**src/hdl/mcc_pkg.sv**
```systemverilog
// Types and constants shared by the convolution block.
`default_nettype none
package mcc_pkg;
  localparam int MAX_WIDTH    = 256;
  localparam int MAX_HEIGHT   = 256;
  localparam int IN_CHANNELS  = 3;
  localparam int OUT_CHANNELS = 64;
  localparam int KERNEL_ROWS  = 3;
  localparam int KERNEL_COLS  = 3;
  localparam int TAPS         = IN_CHANNELS * KERNEL_ROWS * KERNEL_COLS;
  localparam int WEIGHT_DEPTH = OUT_CHANNELS * TAPS;

  localparam logic [1:0] REG_FRAME_WIDTH  = 2'd0;
  localparam logic [1:0] REG_FRAME_HEIGHT = 2'd1;
  localparam logic       OP_WEIGHT = 1'b0;
  localparam logic       OP_PIXEL  = 1'b1;

  typedef struct packed {
    logic              is_pixel;
    logic              w_ok;
    logic [5:0]        w_row;
    logic [4:0]        w_tap;
    logic signed [15:0] w_value;
    logic [TAPS*8-1:0] window;
    logic [7:0]        row;
    logic [7:0]        col;
  } job_t;
endpackage
`default_nettype wire

```
**src/hdl/mcc_queue.sv**
```systemverilog
// Two-entry queue of jobs between the front and back parts.
`default_nettype none
module mcc_queue import mcc_pkg::*; (
  input  wire logic clk,
  input  wire logic rst,
  input  wire logic push,
  input  wire job_t push_job,
  output logic      full,
  input  wire logic pop,
  output job_t      head,
  output logic      empty
);
  job_t       slot [2];
  logic       wr_ptr, rd_ptr;
  logic [1:0] count;

  assign full  = count == 2'd2;
  assign empty = count == 2'd0;
  assign head  = slot[rd_ptr];

  always_ff @(posedge clk) begin
    if (push && !full) slot[wr_ptr] <= push_job;
  end

  always_ff @(posedge clk) begin
    if (rst) begin
      wr_ptr <= 1'b0;
      rd_ptr <= 1'b0;
      count  <= 2'd0;
    end else begin
      if (push && !full) wr_ptr <= ~wr_ptr;
      if (pop && !empty) rd_ptr <= ~rd_ptr;
      count <= count + 2'(push && !full) - 2'(pop && !empty);
    end
  end
endmodule
`default_nettype wire

```
**config.mk**
```make
export PLATFORM = sky130hd
export DESIGN_NAME = mcc_queue
export DESIGN_NICKNAME = d
export VERILOG_FILES = /design/src/hdl/mcc_pkg.sv /design/src/hdl/mcc_queue.sv
export SDC_FILE = /design/constraint.sdc
export NUM_CORES = 1
export LEC_CHECK = 0
export BUFFER_PORTS_ARGS = -buffer_cell sky130_fd_sc_hd__buf_4
export CORE_AREA = 2 2 205 207
export CTS_CLUSTER_SIZE = 24
export DETAILED_ROUTE_END_ITERATION = 6
export DIE_AREA = 0 0 207 209
export GPL_TIMING_DRIVEN = 0
export PLACE_DENSITY = 0.83
export SYNTH_ARGS = -nofsm -noshare
export SYNTH_HDL_FRONTEND = slang
export SYNTH_SLANG_ARGS = --single-unit
```
**constraint.sdc**
```tcl
create_clock -name clk -period 11.4 [get_ports clk]
set_clock_uncertainty 0.15 [all_clocks]
set_input_delay 0.57 -clock clk [delete_from_list [all_inputs] [get_ports clk]]
set_output_delay 0.57 -clock clk [all_outputs]
set_load 0.05 [all_outputs]
```
==> summary.md, run 1 <==
| Metric | Value |
|---|---|
| Status | `complete, no violations` |
| Overall die width | `a little over 200 um` |
| Required @ worst endpoint | `approximately 11 ns` |
| CP top delay family | `buffers and inverters` |
| Pin count of the biggest net entering global routing | `~120` |
| Routed WL | `48.5 mm` |
| WS Path Type | `register to primary output` |
| CP bufs+invs | `4` |
| CP max stage delay | `between 0.3 and 0.4 ns` |
| Crit path time final | `roughly 2.8 ns` |
| R2R cell count | `5` |
| Number of routed nets with antenna violations | `0` |
| Hold Buf Count CTS | `between 100 and 150` |
| # IOs | `528` |
| Final setup margin | `approximately 8.6 ns` |
| Clk slew on worst S/H paths | `roughly 0.06 ns` |
| RSZ-0062 raised after global routing | `no` |
| DRC viols | `0` |
| Switching Fraction | `0.377` |
| Maximum fanout along the worst path | `10` |
| Max_cap viols | `0` |
| Reg2reg end | `slot[0][82]$_DFFE_PP_` |
| GRT Resource Usage Total | `0.219` |
| Endpoints failing hold | `0` |
| Max VDD drop | `about 0.2 mV` |
| Most numerous cell in the Yosys netlist | `edfxtp_1` |
| Total negative setup slack | `0 ns` |
| DP Worst Slack | `8.85 ns` |
| Die ar. | `0.0433 mm2` |
| Top cells by area, synth | `edfxtp_1 (79%), mux2_4 (14%), mux2_2 (4.0%)` |
| Routed len/inst | `about 23 um` |
| First-pass GRT wire length | `just over 70 mm` |
| R2R Setup Slk | `8.81 ns` |
| Vias per std cell | `~5` |
| Logic pwr share | `0.416` |
| Syn Inst Count | `roughly 840` |
| Floorplan Core Area | `0.0413 mm2` |
| PnR Total Power | `7.14 mW` |
| Fillcell total | `around 2500` |
| TritonCTS buffer count | `between 50 and 60` |
| Rel. slew slack | `0.546` |
| Clk pwr share | `0.227` |
| Total leakage power | `around 11 nW` |
| Vias in the first global route | `about 12000` |
| Yosys reg bits | `527` |
| CP Capture Type | `primary output` |
| Final core utilization | `0.663` |
| CP Cell Sequence | `buf_6, buf_6, buf_6, mux2_4, buf_4` |
| Switching pwr | `approximately 2.7 mW` |
| Setup Viol. Count Final | `0` |
| Post-synth top area share | `0.790` |
| HPWL after detailed placement | `roughly 30 mm` |
| Worst Hold Class | `input pin to register` |
| Number of flops mapped to enable cells by yosys | `roughly 520` |
| FFs w/ async S/R, synth | `0` |
| Sink Count | `around 530` |
| First drt pass iteration count | `5` |
| Max Root-Sink Buffers | `3` |
| Root Driver | `clkbuf_16` |
| Initial DRC Count | `just under 700` |
| Seq pwr share | `0.357` |
| Cell taking the most area after synthesis | `edfxtp_1` |
| Crit-path slowest cell | `mux2_4` |
| Via Count | `between 10000 and 15000` |
| Cell Rows | `75` |
| Initial antenna violation count | `4` |
| Slew Viols, Final | `0` |
| IO buf count | `527` |
| Worst-skew pair later-pin latency | `around 0.57 ns` |
| Crit path depth | `5` |
| Total gr overflow | `0` |
| Post-synth top flop | `edfxtp_1` |
| Initial Utilization | `0.481` |
| Final worst-path cycle share | `0.246` |
| H-tree levels | `2` |
| Yosys cell types | `21` |
| Netlist Area Pre-Place | `about 0.02 mm2` |
| Post-CTS Setup Repair Bufs | `0` |
| Nets | `between 1500 and 2000` |
| Pwr dens | `about 260 mW/mm2` |
| Crit-path most repeated cell | `buf_6` |
| RR Startpoint | `count[0]$_SDFF_PP0_` |
| Least-Margin Pin Slew | `slightly below 0.7 ns` |
| Syn_area_per_cell | `roughly 24 um2` |
| Ys Warns | `0` |
| Post_cts resized | `0` |
| Max Clk Rate | `~0.36 GHz` |
| Crit path launch type | `register` |
| CP arrival | `~2.1 ns` |
| Post-Syn Nets | `~1100` |
| CTS tree | `yes` |
| Cell Int Power | `4.45 mW` |
| CP endpoint | `head[129]` |
| Die height | `between 200 and 250 um` |
| Synth cell count leaders | `edfxtp_1 (522), mux2_4 (190), mux2_2 (71)` |
| Layout cells sized above 1 | `0.567` |
| Post-route cell area | `roughly 0.027 mm2` |
| Placed Area | `0.0246 mm2` |
| Post-synthesis sequential area ratio | `0.795` |
| Area growth, synth to finish | `37.9%` |
| GPL Wtd Cong | `roughly 0.80` |
## layout make-up
type	instances	area, um2	area share
Clock inverter	32	233	0.00850
Clock buffer	62	1360	0.0497
Timing Repair Buffer	645	5240	0.192
Buffer	29	283	0.0103
Sequential cell	527	15800	0.576
Tap cell	539	674	0.0246
Antenna cell	2	5.00	0.000183
Multi-Input combinational cell	279	3770	0.138
Inverter	4	22.5	0.000823
## per-layer routing
metal	global-route usage	vias up	share of wire
met2	0.402	509	0.54
met3	0.0547	102	0.071
met4	0.0860	4	0.034
met5	0	-	0.00045
met1	0.243	5453	0.35
li1	-	4740	-
## worst min path at each step
stage | cells after the start | slack (ns) | endpoint | start
after floorplan | 2 | 0.30 | wr_ptr$_SDFFE_PP0P_ | wr_ptr$_SDFFE_PP0P_
after global placement | 2 | 0.33 | wr_ptr$_SDFFE_PP0P_ | wr_ptr$_SDFFE_PP0P_
after detailed placement | 2 | 0.35 | wr_ptr$_SDFFE_PP0P_ | wr_ptr$_SDFFE_PP0P_
after CTS | 1 | 0.00003 | slot[1][16]$_DFFE_PP_ | push_job[16]
after global routing | 1 | 0.005 | slot[0][207]$_DFFE_PP_ | push_job[207]
final | 1 | 0.03 | slot[0][3]$_DFFE_PP_ | push_job[3]
## flip-flops by register name, summed over array words and instances, names as in the netlist, named ones only
register  flops
slot        522
wr_ptr        1
count         2
rd_ptr        1
## cells in the final DEF, fill, tap and decap left out, types with 2 or more instances in the layout
cell             n
buf_6           22
clkbuf_16       53
buf_4          527
inv_1            3
buf_16           6
nor2_1           4
edfxtp_1       522
mux2_2          71
diode_2          2
ha_1             2
buf_2            7
dfxtp_1          5
clkinv_1        15
clkinv_2        10
mux2_4         190
bufinv_16        3
clkbuf_1         9
inv_8            2
dlygate4sd3_1  112
## through the flow
| stage | hold WS (ns) | instances |
|---|---|---|
| 2_1_floorplan | 0.302 | 839 |
| 3_3_place_gp | 0.327 | 1905 |
| 3_5_place_dp | 0.348 | 1911 |
| 4_1_cts | 0.0000295 | 2117 |
| 5_1_grt | 0.00516 | 2119 |
| 6_report | 0.0318 | 2119 |
## cells by family after synthesis
logic type | synth area share
flip-flops | 0.795
multiplexers | 0.184
buffers and inverters | 0.0150
AND/OR/NAND/NOR | 0.00278
AO/OA/AOI/OAI | 0.000883
XOR/XNOR | 0.000883
adder cells (fa/ha/maj) | 0.00126
## power groups by stage
| stage | combinational (mW) | sequential [mW] | clock, mW |
|---|---|---|---|
| after floorplan | 2.11 | 2.63 | 0 |
| after global placement | 2.87 | 2.69 | 0 |
| after detailed placement | 2.93 | 2.58 | 0 |
| after CTS | 2.97 | 2.54 | 1.64 |
| after global routing | 3.07 | 2.57 | 1.72 |
| final | 2.97 | 2.55 | 1.62 |
(Power assumes the default switching activity.)
==> inputs of run 2 (changes only) <==
--- a/config.mk
+++ b/config.mk
@@ -6,12 +6,12 @@
 export NUM_CORES = 1
 export LEC_CHECK = 0
 export BUFFER_PORTS_ARGS = -buffer_cell sky130_fd_sc_hd__buf_4
-export CORE_AREA = 2 2 205 207
+export CORE_AREA = 2 2 203 205
 export CTS_CLUSTER_SIZE = 24
 export DETAILED_ROUTE_END_ITERATION = 6
-export DIE_AREA = 0 0 207 209
+export DIE_AREA = 0 0 205 207
 export GPL_TIMING_DRIVEN = 0
-export PLACE_DENSITY = 0.83
+export PLACE_DENSITY = 0.85
 export SYNTH_ARGS = -nofsm -noshare
 export SYNTH_HDL_FRONTEND = slang
 export SYNTH_SLANG_ARGS = --single-unit
==> constraint.sdc (replaced) <==
create_clock -name clk -period 2.8 [get_ports clk]
set_clock_uncertainty 0.15 [all_clocks]
set_input_delay 0.14 -clock clk [delete_from_list [all_inputs] [get_ports clk]]
set_output_delay 0.14 -clock clk [all_outputs]
set_load 0.05 [all_outputs]
==> run 2 against run 1 <==
Cell count up 7.5%. Setup slack got worse by 8.4 ns. Sequential power rose to 4.1 times the previous value. Sequential share of layout area down 3.3 points. Largest power group unchanged. Hold slack gained 0.10 ns. Largest cell class unchanged. Register-to-register slack lost 8.6 ns.
==> summary.md, run 2 (synthesized netlist as in run 1, its figures left out) <==
| Metric | Value |
|---|---|
| RR Startpoint | `count[0]$_SDFF_PP0_` |
| Most frequent cells in the layout | `buf_4 (533), edfxtp_1 (522), dlygate4sd3_1 (264)` |
| CP Cell Sequence | `nand2b_4, clkinvlp_4, or3_4, clkinvlp_4, buf_12, buf_12, buf_12` |
| H-tree levels | `2` |
| Hold depth | `2` |
| Initial Utilization | `0.491` |
| CTS tree | `yes` |
| Reg2reg end | `slot[0][90]$_DFFE_PP_` |
| Total gr overflow | `0` |
| Crit path time final | `roughly 2.6 ns` |
| Least-Margin Pin Slew | `between 1 and 1.5 ns` |
| Via Count | `11600` |
| Initial antenna violation count | `8` |
| Cell Rows | `74` |
| GPL Wtd Cong | `about 0.8` |
| Placed Area | `0.0247 mm2` |
| Crit path launch type | `register` |
| HPWL after detailed placement | `between 30 and 40 mm` |
| Placed cells | `roughly 1900` |
| Initial DRC Count | `between 700 and 800` |
| CP Capture Type | `register` |
| Crit-path most repeated cell | `buf_12` |
| Fillcell total | `around 2200` |
| CP arrival | `2.67 ns` |
| IO buf count | `527` |
| Max VDD drop | `approximately 0.72 mV` |
| Final worst-path cycle share | `0.915` |
| # IOs | `between 500 and 600` |
| Routed WL | `~54 mm` |
| Biggest regs | `slot (522), count (2)` |
| WHS Endpoint | `slot[1][194]$_DFFE_PP_` |
| Setup Viol. Count Final | `0` |
| First drt pass iteration count | `6` |
| Worst Hold Class | `input pin to register` |
| Rel. slew slack | `0.244` |
| CP max stage delay | `between 0.4 and 0.5 ns` |
| TritonCTS buffer count | `52` |
| Root Driver | `clkbuf_16` |
| Sink Count | `527` |
| Clk slew on worst S/H paths | `0.06 ns` |
| Max Clk Rate | `0.390 GHz` |
| Nets | `between 1500 and 2000` |
| R2R Setup Slk | `0.24 ns` |
| Min-delay src | `push_job[194]` |
| Required @ worst endpoint | `2.90 ns` |
| Die ar. | `approximately 0.042 mm2` |
| Max Root-Sink Buffers | `3` |
| Post-route cell area | `between 0.02 and 0.03 mm2` |
| Slew Viols, Final | `0` |
| CP top delay family | `buffers and inverters` |
| WS Path Type | `register to register` |
| RSZ-0062 raised after global routing | `no` |
| Endpoints failing hold | `0` |
| Pwr dens | `1020 mW/mm2` |
| Floorplan Core Area | `0.0404 mm2` |
| Overall die width | `205 um` |
| Post_cts resized | `0` |
| Non-filler cells, final | `approximately 2300` |
| Vias per std cell | `between 5 and 6` |
| Crit-path slowest cell | `or3_4` |
| Die height | `roughly 210 um` |
| Routed len/inst | `approximately 24 um` |
| Area growth, synth to finish | `46.3%` |
| Total leakage power | `about 11 nW` |
| Commonest non-fill, non-tap cell in the layout | `buf_4` |
| GRT Resource Usage Total | `0.252` |
| Number of routed nets with antenna violations | `0` |
| Biggest register | `slot` |
| CP bufs+invs | `5` |
| Layout cells sized above 1 | `0.523` |
| Max FFs per register | `between 500 and 600` |
| First-pass GRT wire length | `roughly 79 mm` |
| Worst-skew pair later-pin latency | `around 0.57 ns` |
| Max_cap viols | `0` |
| Maximum fanout along the worst path | `42` |
| R2R cell count | `7` |
| Vias in the first global route | `about 13000` |
| Pin count of the biggest net entering global routing | `69` |
| Status | `complete, no violations` |
| Total negative setup slack | `0 ns` |
| DRC viols | `0` |
## run 2: routing by layer
layer,wire length [um],GRT usage,up-vias
met5,0,0,-
met4,2250,0.122,0
met3,3490,0.0538,123
met2,30000,0.470,537
met1,18700,0.266,5891
li1,-,-,5092
## run 2: worst max path at each step
stage | from | to | slack (ns) | cells after the start
global placement | count[0]$_SDFF_PP0_ | slot[0][189]$_DFFE_PP_ | -4.43 | 4
global route | count[0]$_SDFF_PP0_ | slot[0][208]$_DFFE_PP_ | 0.13 | 7
detailed placement | count[0]$_SDFF_PP0_ | slot[0][187]$_DFFE_PP_ | -0.27 | 7
floorplan | count[0]$_SDFF_PP0_ | slot[0][0]$_DFFE_PP_ | -2.48 | 4
finish | count[0]$_SDFF_PP0_ | slot[0][90]$_DFFE_PP_ | 0.24 | 7
CTS | count[0]$_SDFF_PP0_ | slot[0][92]$_DFFE_PP_ | 0.10 | 7
## run 2: cell type report
cell class,instances,area [um2],area share
sequential,527,15800,0.543
timing repair buffer,807,6870,0.237
multi-input combinational,279,3780,0.130
clock buffer,61,1360,0.0467
tap,532,666,0.0229
buffer,29,283,0.00974
clock inverter,27,234,0.00806
inverter,4,22.5,0.000776
antenna,9,22.5,0.000776
timing repair inverter,2,10.0,0.000345
## run 2: where the power goes
part           leakage (nW)  total (mW)  internal (mW)  switching (mW)
clock                 0.770        6.70           3.81            2.90
sequential             4.92        10.4           10.1           0.367
combinational          5.62        12.6           4.57            8.00
total                  11.3        29.7           18.4            11.3
## run 2: worst register-to-register path, stage by stage (launching register included)
cell        delay (ns)
dfxtp_2           0.35
nand2b_4          0.15
clkinvlp_4        0.09
or3_4             0.43
clkinvlp_4        0.18
buf_12            0.27
buf_12            0.31
buf_12            0.30
## run 2: repair_timing
item / CTS / global route
hold buffers: 264 / 0
hold endpoints to repair: 527 / 0
gates cloned: 2 / 0
setup endpoints to repair: 42 / 25
buffers inserted: 0 / 6
## run 2: per-stage QoR
stage,setup WS [ns],hold slack [ns],util,power (mW)
2_1_floorplan,-2.48,0.0542,-,19.2
3_3_place_gp,-4.43,0.175,0.607,22.0
3_5_place_dp,-0.271,0.177,0.612,22.5
4_1_cts,0.103,0.0990,0.717,29.5
5_1_grt,0.129,0.122,0.719,30.5
6_report,0.237,0.133,0.719,29.7
==> inputs of run 3 (changes only) <==
--- a/config.mk
+++ b/config.mk
@@ -11,7 +11,7 @@
 export DETAILED_ROUTE_END_ITERATION = 6
 export DIE_AREA = 0 0 205 207
 export GPL_TIMING_DRIVEN = 0
-export PLACE_DENSITY = 0.85
+export PLACE_DENSITY_LB_ADDON = 0.05
 export SYNTH_ARGS = -nofsm -noshare
 export SYNTH_HDL_FRONTEND = slang
 export SYNTH_SLANG_ARGS = --single-unit
==> run 3 against run 2 <==
Clock-buffer cell count up 1. Cell count is essentially flat. Die area unchanged. Critical endpoint is now slot[0][173]$_DFFE_PP_. Largest power group unchanged.
==> summary.md, run 3 (synthesized netlist as in run 1, its figures left out) <==
| Metric | Value |
|---|---|
| Status | `complete, no violations` |
| Max FFs per register | `522` |
| Floorplan Core Area | `~0.040 mm2` |
| Biggest regs | `slot (522), count (2)` |
| GRT Resource Usage Total | `0.218` |
| Via Count | `10900` |
| First-pass GRT wire length | `roughly 69 mm` |
| Biggest register | `slot` |
| Pin count of the biggest net entering global routing | `56` |
| Total leakage power | `~11 nW` |
| Initial DRC Count | `~470` |
| Die ar. | `approximately 0.042 mm2` |
| Least-Margin Pin Slew | `0.691 ns` |
| Die height | `just over 200 um` |
| Final worst-path cycle share | `0.937` |
| Logic pwr share | `0.424` |
| Sink Count | `between 500 and 600` |
| Crit path time final | `around 2.6 ns` |
| Area growth, synth to finish | `46.4%` |
| Routed WL | `roughly 47 mm` |
| CP Capture Type | `register` |
| DRC viols | `0` |
| # IOs | `between 500 and 600` |
| Switching Fraction | `0.372` |
| Initial Utilization | `0.491` |
| Endpoints failing hold | `0` |
| Max Root-Sink Buffers | `3` |
| IO buf count | `between 500 and 600` |
| Crit-path most repeated cell | `buf_12` |
| Layout cells sized above 1 | `0.521` |
| CP arrival | `around 2.7 ns` |
| Max_cap viols | `0` |
| Switching pwr | `around 11 mW` |
| Max Clk Rate | `roughly 0.38 GHz` |
| Most frequent cells in the layout | `buf_4 (527), edfxtp_1 (522), dlygate4sd3_1 (265)` |
| HPWL after detailed placement | `roughly 32 mm` |
| Nets | `between 1500 and 2000` |
| WS Path Type | `register to register` |
| Fin Hold WS | `roughly 0.14 ns` |
| TritonCTS buffer count | `53` |
| Overall die width | `~200 um` |
| Routed len/inst | `a little over 20 um` |
| Total gr overflow | `0` |
| First drt pass iteration count | `4` |
| Crit-path slowest cell | `or3_4` |
| Worst-skew pair later-pin latency | `between 0.5 and 0.6 ns` |
| Setup Viol. Count Final | `0` |
| CP Cell Sequence | `nand2b_4, clkinvlp_4, or3_4, clkinvlp_4, buf_12, buf_12, buf_12` |
| RSZ-0062 raised after global routing | `no` |
| Number of routed nets with antenna violations | `0` |
| Maximum fanout along the worst path | `39` |
| Root Driver | `clkbuf_16` |
| Cell Rows | `74` |
| Rel. slew slack | `0.537` |
| Required @ worst endpoint | `2.91 ns` |
| Post-CTS Setup Repair Bufs | `0` |
| Vias in the first global route | `about 12000` |
| Worst Hold Class | `input pin to register` |
| Slew Viols, Final | `0` |
| Cell Int Power | `approximately 18 mW` |
| Fillcell total | `roughly 2600` |
| Post_cts resized | `0` |
| CP max stage delay | `about 0.41 ns` |
| Clk pwr share | `0.225` |
| Clk slew on worst S/H paths | `roughly 0.060 ns` |
| Crit path launch type | `register` |
| Commonest non-fill, non-tap cell in the layout | `buf_4` |
| H-tree levels | `2` |
| Final core utilization | `0.719` |
| GPL Wtd Cong | `0.742` |
| Seq pwr share | `0.351` |
| Max VDD drop | `around 0.68 mV` |
| CTS tree | `yes` |
| Initial antenna violation count | `6` |
| Vias per std cell | `4.80` |
| Pwr dens | `1010 mW/mm2` |
-- run 3: cell count changes in the layout (fill, tap and decap cells not counted), moves of 2 or more --
cell	change
inv_6	-2
buf_4	-6
clkinv_2	+6
clkinv_1	+2
diode_2	-4
-- run 3: metrics by stage --
| stage | instances | power (mW) | setup TNS (ns) | area (um2) | setup WS [ns] |
|---|---|---|---|---|---|
| final | 2275 | 29.3 | 0 | 29000 | 0.177 |
| after global placement | 1898 | 21.9 | -2137.21 | 24500 | -4.88 |
| after detailed placement | 1910 | 22.6 | -0.836 | 24800 | -0.0243 |
| after global routing | 2274 | 30.3 | 0 | 29000 | 0.0698 |
| after floorplan | 839 | 19.2 | -1026.93 | 19900 | -2.48 |
| after CTS | 2270 | 29.6 | 0 | 29000 | 0.153 |
-- run 3: layout make-up --
type | count | area (um2) | share of cell area
diodes | 5 | 12.5 | 0.000431
multi-input cells | 279 | 3780 | 0.130
well taps | 532 | 666 | 0.0229
clock inverters | 32 | 245 | 0.00844
flip-flops and latches | 527 | 15800 | 0.543
inverters | 4 | 22.5 | 0.000775
clock buffers | 62 | 1360 | 0.0468
plain buffers | 29 | 283 | 0.00974
repair buffers | 804 | 6890 | 0.237
repair inverters | 1 | 5.00 | 0.000172
-- run 3: timing repair --
item	CTS	global route
hold buffers	265	0
endpoints found under the setup margin	51	0
endpoints found under the hold margin	527	0
-- run 3: power by group through the flow --
| stage | registers [mW] | logic, mW | clock network, mW |
|---|---|---|---|
| finish | 10.3 | 12.4 | 6.59 |
| global route | 10.4 | 12.9 | 7.04 |
| CTS | 10.3 | 12.5 | 6.77 |
| detailed placement | 10.5 | 12.2 | 0 |
| global placement | 10.6 | 11.4 | 0 |
| floorplan | 10.6 | 8.63 | 0 |
-- run 3: path summary, 6_finish.rpt --
| kind | start | end | slack [ns] | depth (start not counted) |
|---|---|---|---|---|
| setup / recovery | count[0]$_SDFF_PP0_ | slot[0][173]$_DFFE_PP_ | 0.18 | 7 |
| hold / removal | push_job[81] | slot[0][81]$_DFFE_PP_ | 0.14 | 2 |
| setup reg to reg | count[0]$_SDFF_PP0_ | slot[0][173]$_DFFE_PP_ | 0.18 | 7 |
| hold reg to reg | wr_ptr$_SDFFE_PP0P_ | wr_ptr$_SDFFE_PP0P_ | 0.36 | 2 |
-- run 3: layer usage --
metal,GRT usage,wire length [um],vias to the layer above
met4,0.0742,1170,4
met2,0.393,25000,390
met3,0.0659,3830,69
li1,-,-,5074
met1,0.243,17100,5376
met5,0,24,-
-- run 3: worst max-delay path: cells and delay by family, from the launching register on --
kind / cells / cell delay [ns]
buffers and inverters: 5 / 1.20
flip-flops: 1 / 0.35
AND/OR/NAND/NOR: 2 / 0.56
